**src/rtl/core/cdeq_pkg.sv**
```systemverilog
// Shared types and constants for the circular double-ended queue.
// Holds store geometry, operation and status codes, controller states and commands.
// Depends on nothing; every other file of the block imports it.
`default_nettype none

package cdeq_pkg;

    localparam int DEPTH = 128;
    localparam int PTR_W = $clog2(DEPTH);
    localparam int EFF_W = PTR_W + 1;
    localparam int CAP_W = 8;
    localparam int DATA_W = 32;
    localparam int OP_W = 3;
    localparam int STAT_W = 2;
    localparam int IN_W = 40;
    localparam int OUT_W = 72;

    localparam logic [OP_W-1:0] OP_NONE       = 3'd0;
    localparam logic [OP_W-1:0] OP_PUSH_FRONT = 3'd1;
    localparam logic [OP_W-1:0] OP_PUSH_REAR  = 3'd2;
    localparam logic [OP_W-1:0] OP_POP_FRONT  = 3'd3;
    localparam logic [OP_W-1:0] OP_POP_REAR   = 3'd4;

    localparam logic [STAT_W-1:0] STAT_OK        = 2'd0;
    localparam logic [STAT_W-1:0] STAT_OVERFLOW  = 2'd1;
    localparam logic [STAT_W-1:0] STAT_UNDERFLOW = 2'd2;

    localparam logic [CAP_W-1:0] CAP_RESET = 8'd128;

    typedef enum logic [1:0] {
        ST_IDLE,
        ST_EXEC,
        ST_READ,
        ST_LOAD
    } state_t;

    typedef struct packed {
        logic capture;
        logic exec;
        logic read;
        logic load;
    } cmd_t;

endpackage

`default_nettype wire

```
**src/rtl/core/cdeq_ctrl.sv**
```systemverilog
// Controller state machine of the circular double-ended queue.
// Sequences capture, update, store read and result load; owns both handshakes.
// Depends on cdeq_pkg.
`default_nettype none

module cdeq_ctrl
    import cdeq_pkg::*;
(
    input  wire logic clk,
    input  wire logic rst_n,
    input  wire logic s_tvalid,
    output logic      s_tready,
    output logic      m_tvalid,
    input  wire logic m_tready,
    output cmd_t      cmd
);

    state_t state_reg;
    state_t state_next;
    logic   out_valid_reg;
    logic   out_valid_next;

    always_comb
    begin
        state_next = state_reg;
        case (state_reg)
            ST_IDLE:
            begin
                if (s_tvalid)
                begin
                    state_next = ST_EXEC;
                end
            end
            ST_EXEC:
            begin
                state_next = ST_READ;
            end
            ST_READ:
            begin
                state_next = ST_LOAD;
            end
            ST_LOAD:
            begin
                if (!out_valid_reg || m_tready)
                begin
                    state_next = ST_IDLE;
                end
            end
            default:
            begin
                state_next = ST_IDLE;
            end
        endcase
    end

    always_comb
    begin
        s_tready    = 1'b0;
        cmd.capture = 1'b0;
        cmd.exec    = 1'b0;
        cmd.read    = 1'b0;
        cmd.load    = 1'b0;
        case (state_reg)
            ST_IDLE:
            begin
                s_tready    = 1'b1;
                cmd.capture = s_tvalid;
            end
            ST_EXEC:
            begin
                cmd.exec = 1'b1;
            end
            ST_READ:
            begin
                cmd.read = 1'b1;
            end
            ST_LOAD:
            begin
                cmd.load = !out_valid_reg || m_tready;
            end
            default:
            begin
                s_tready = 1'b0;
            end
        endcase
    end

    always_comb
    begin
        out_valid_next = out_valid_reg;
        if (cmd.load)
        begin
            out_valid_next = 1'b1;
        end
        else if (m_tready)
        begin
            out_valid_next = 1'b0;
        end
    end

    always_ff @(posedge clk or negedge rst_n)
    begin
        if (!rst_n)
        begin
            state_reg     <= ST_IDLE;
            out_valid_reg <= 1'b0;
        end
        else
        begin
            state_reg     <= state_next;
            out_valid_reg <= out_valid_next;
        end
    end

    assign m_tvalid = out_valid_reg;

`ifndef SYNTHESIS
    a_accept_to_exec: assert property (@(posedge clk) disable iff (!rst_n)
        (s_tvalid && s_tready) |=> (state_reg == ST_EXEC))
        else $error("accepted transfer did not start the update");

    a_exec_to_read: assert property (@(posedge clk) disable iff (!rst_n)
        (state_reg == ST_EXEC) |=> (state_reg == ST_READ))
        else $error("update was not followed by the store read");

    a_load_sets_valid: assert property (@(posedge clk) disable iff (!rst_n)
        cmd.load |=> (m_tvalid && state_reg == ST_IDLE))
        else $error("loaded result is not offered");
`endif

endmodule

`default_nettype wire

```
**config.mk**
```make
export PLATFORM = sky130hd
export DESIGN_NAME = cdeq_ctrl
export DESIGN_NICKNAME = d
export VERILOG_FILES = /design/src/rtl/core/cdeq_pkg.sv /design/src/rtl/core/cdeq_ctrl.sv
export SDC_FILE = /design/constraint.sdc
export NUM_CORES = 1
export LEC_CHECK = 0
export ABC_AREA = 1
export BUFFER_PORTS_ARGS = -buffer_cell sky130_fd_sc_hd__buf_2
export CORE_AREA = 2 2 39 41
export CTS_BUF_LIST = sky130_fd_sc_hd__clkbuf_16
export DETAILED_ROUTE_END_ITERATION = 8
export DIE_AREA = 0 0 41 43
export PLACE_DENSITY_LB_ADDON = 0.3
export SYNTH_ARGS = -nofsm -noshare
export SYNTH_HDL_FRONTEND = slang
export SYNTH_SLANG_ARGS = --single-unit
export TNS_END_PERCENT = 1
```
**constraint.sdc**
```tcl
create_clock -name clk -period 1.64 [get_ports clk]
set_input_delay 0.082 -clock clk [delete_from_list [all_inputs] [get_ports clk]]
set_output_delay 0.082 -clock clk [all_outputs]
set_load 0.01 [all_outputs]
```
Yosys cells after proc, flatten, opt, wreduce, memory -nomap -nowiden
Cells that the tools add are included.

Equal/unequal tests: 5. Multiplexer cells: 10. Reduce and logical (&&, ||, !) cells: 5.

Operators by type and width (count): one-hot mux 2 bit (4 select lines) (1); 2-to-1 mux 1 bit (7); equality test 2 bit, second input constant (2); 2-to-1 mux 2 bit (2); != test 2 bit, second input constant (2); equality test 2 x 1 -> 1 bit, second input constant (1); zero test 2 bit (1); AND reduction 2 bit (1); nonzero test 2 bit (1); zero test 1 bit (1); logical OR 1 bit (1).

Logic and storage cells: 22. Register bits after elaboration: 3. Output and inout bits: 6.

Depth between registers and ports, before layout
Depth after elaboration: 4. Gate-level depth with buffers: 6.

Worst setup path after synthesis
Ideal clock, no wire load.

Path type: register to register. From: register state_reg[0]. To: register state_reg[0]. Period minus slack after synthesis: 1.054 ns. Arrival time: 0.937 ns. Slack: 0.586 ns. Data required time: 1.523 ns. Cell stages (with the launch flop): 7. Path buffers: 0. Cell sequence: dfrtp_1 -> inv_1 -> ha_1 -> nand2_2 -> nand2_2 -> nand2_1 -> nand2_1.

Word-level cells in the longest chain between the ends: 3. Elaborated cells between the ends (all ways): 8. Classes of those cells: eq/ne (5); mux (1); reduce/logical (2).

Ends and longest elaborated chain: start, declared (line cdeq_ctrl.sv:18) `state_t state_reg;`; start signal, assigned (line cdeq_ctrl.sv:110) `state_reg <= state_next;`; equality test 2 bit / zero test 2 bit (equally long branches) (line cdeq_ctrl.sv:26) `case (state_reg)`; != test 2 bit (no line); AND reduction 2 bit (no line).

Several ways; a longest one is shown, not always the timed one. A chain may end at the register's enable or synchronous reset.

==> flow_summary.json <==
{
  "cts_buffers": 3,
  "worstSetupPathType": "register to output pin",
  "portBuffers": 9,
  "critical_path_peak_fanout": 4,
  "n_fill_cell": 148,
  "yosysTopAreaCell": "dfrtp_1",
  "synth.avg_cell_area_um2": 7.67,
  "netlist_top_cells_count": "inv_1, nand2_1, ha_1",
  "clock.fmax_ghz": 0.801,
  "cts_resized": 0,
  "syn_area_um2": 230,
  "area_growth_pct": 63.6,
  "yosysSeqAreaShare_pct": 32.6,
  "wl_um": 449,
  "cts_tree": "built",
  "routed_via_density": 3.56,
  "ys_warn_count": 0,
  "utilization_pct": 27.2,
  "hold_viol": 0,
  "core_region_area_um2": 1380,
  "fin_skew_ns": 0.00350,
  "gp_congestion": 0.639,
  "via_count": 210,
  "initial_core_util_pct": 16.6,
  "p_leak_nw": 0.232,
  "synthTopCellsByArea": "dfrtp_1, ha_1, inv_1",
  "finalCritPeriodShare_pct": 76.1,
  "worst_slew_pin_slew_ns": 0.151,
  "syn-num-nets": 38,
  "critPathCaptureType": "output pin",
  "clk_pin_slew_worst_paths_ns": 0.03,
  "fin_tns_setup_ns": 0,
  "clock-sinks": 3,
  "nets": 52,
  "setup_ws_ns": 0.392,
  "slew_viol_final": 0,
  "grt_pass1_wl_um": 676,
  "insertion_delay_ns": 0.22,
  "startpoint_type": "register",
  "hold_buffers": 1,
  "die_area_um2": 1760,
  "overflow": 0,
  "multi_input_area_um2": 118,
  "grtUsageTotal_pct": 6.14,
  "p_per_area_nw_per_um2": 2250,
  "hpwlAfterDp_um": 350,
  "antenna_cells": 0,
  "critical_path_arrival_ns": 1.17,
  "synth_ff_type": "dfrtp_1",
  "grt_max_degree": 5,
  "wl_per_cell_um": 7.61,
  "grt_pass1_vias": 179,
  "hp-class": "input pin to register",
  "cap_viol_max_count": 0,
  "antenna_found_initial": 0,
  "rsz0062_at_grt": "no",
  "drc": 0,
  "synth_cells": 30,
  "die_w_um": 41,
  "largest_reg_flops": 2,
  "async_reset_ff_share_pct": 100,
  "required_ns": 1.56,
  "finalSetupViolCount": 0,
  "synth_edf_count": 0,
  "status": "complete, no violations",
  "pin_count": 10,
  "drt-initial-drc-count": 2,
  "h-tree-depth": 1,
  "fp.dieH_um": 43,
  "yosysUniqueCellTypes": 9,
  "clk_path_buf_depth": 2,
  "regArea_um2": 75.1,
  "drt-pass1-iter-count": 2,
  "cts_setup_buffers": 0,
  "cts_root_buf": "clkbuf_16",
  "min_period_ns": 1.25,
  "num_rows": 14,
  "peakVddDrop_mv": 0.712,
  "ant_nets": 0,
  "ys_seq_elements": 3,
  "drive_above_1_share_pct": 34.9,
  "synth_top_area_share_pct": 32.6,
  "dp_slack_ns": 0.536,
  "slew_headroom_pct": 89.9
}
[power breakdown]
part | switching [W] | internal [W] | total (W)
Combinational | 0.000180 | 0.000133 | 0.000313
Sequential | 0.0000413 | 0.000114 | 0.000155
Clock | 0.0000660 | 0.000314 | 0.000380
Total | 0.000287 | 0.000562 | 0.000849
[cell usage in the layout, fill, tap and decap left out]
cell	count
nand2_1	8
dfrtp_1	3
nand2_2	2
nand3_2	1
nand3_1	2
dlygate4sd3_1	1
clkbuf_16	3
buf_2	9
ha_1	4
a21oi_1	1
inv_1	9
[worst max-delay path, stage by stage (launching register included)]
cell     delay [ns]
dfrtp_1        0.40
inv_1          0.09
ha_1           0.22
nand2_1        0.06
inv_1          0.05
buf_2          0.11
[area by class of cell]
cell class                 instances  area share [%]
multi-input combinational         18            31.2
sequential                         3            19.9
clock buffer                       3            19.9
timing repair buffer              10            14.6
inverter                           8            7.97
tap                               16            5.32
clock inverter                     1           0.997
[cells by family (layout without fill, tap and decap cells)]
logic type	Yosys count	count (layout)	share of synthesized area [%]
simple gates	13	13	27.2
buf+inv	9	22	16.3
fa+ha+maj	4	4	21.7
flops	3	3	32.6
compound gates	1	1	2.17
[stage by stage]
| stage | total power, W | hold WS [ns] | cell area, um2 | std cells |
|---|---|---|---|---|
| 5_1_grt | 0.000919 | 0.191 | 377 | 59 |
| 2_1_floorplan | 0.000388 | -0.214 | 230 | 30 |
| 4_1_cts | 0.000872 | 0.158 | 377 | 59 |
| 3_5_place_dp | 0.000479 | -0.120 | 288 | 54 |
| 6_report | 0.000849 | 0.151 | 377 | 59 |
| 3_3_place_gp | 0.000477 | -0.122 | 288 | 54 |
[routing by layer]
layer / GRT usage (%) / vias to the layer above / share of wire, % / wire, um
met4: 4.00 / 0 / 0 / 0
li1: - / 112 / - / -
met1: 5.83 / 96 / 38 / 169
met5: 0 / - / 0 / 0
met2: 9.69 / 2 / 58 / 261
met3: 3.14 / 0 / 3.8 / 17
[worst paths after layout]
path	from	end	slack, ns	depth (start not counted)
min	m_tready	m_tvalid	0.15	4
min reg2reg	state_reg[1]	state_reg[1]	0.54	2
max	state_reg[0]	cmd[3]	0.39	5
max reg2reg	state_reg[0]	state_reg[0]	0.54	6
min in group asynchronous	rst_n	state_reg[1]	0.19	2
max in group asynchronous	rst_n	m_tvalid	1.34	2
Note: power is estimated with default switching activity, not from simulation.
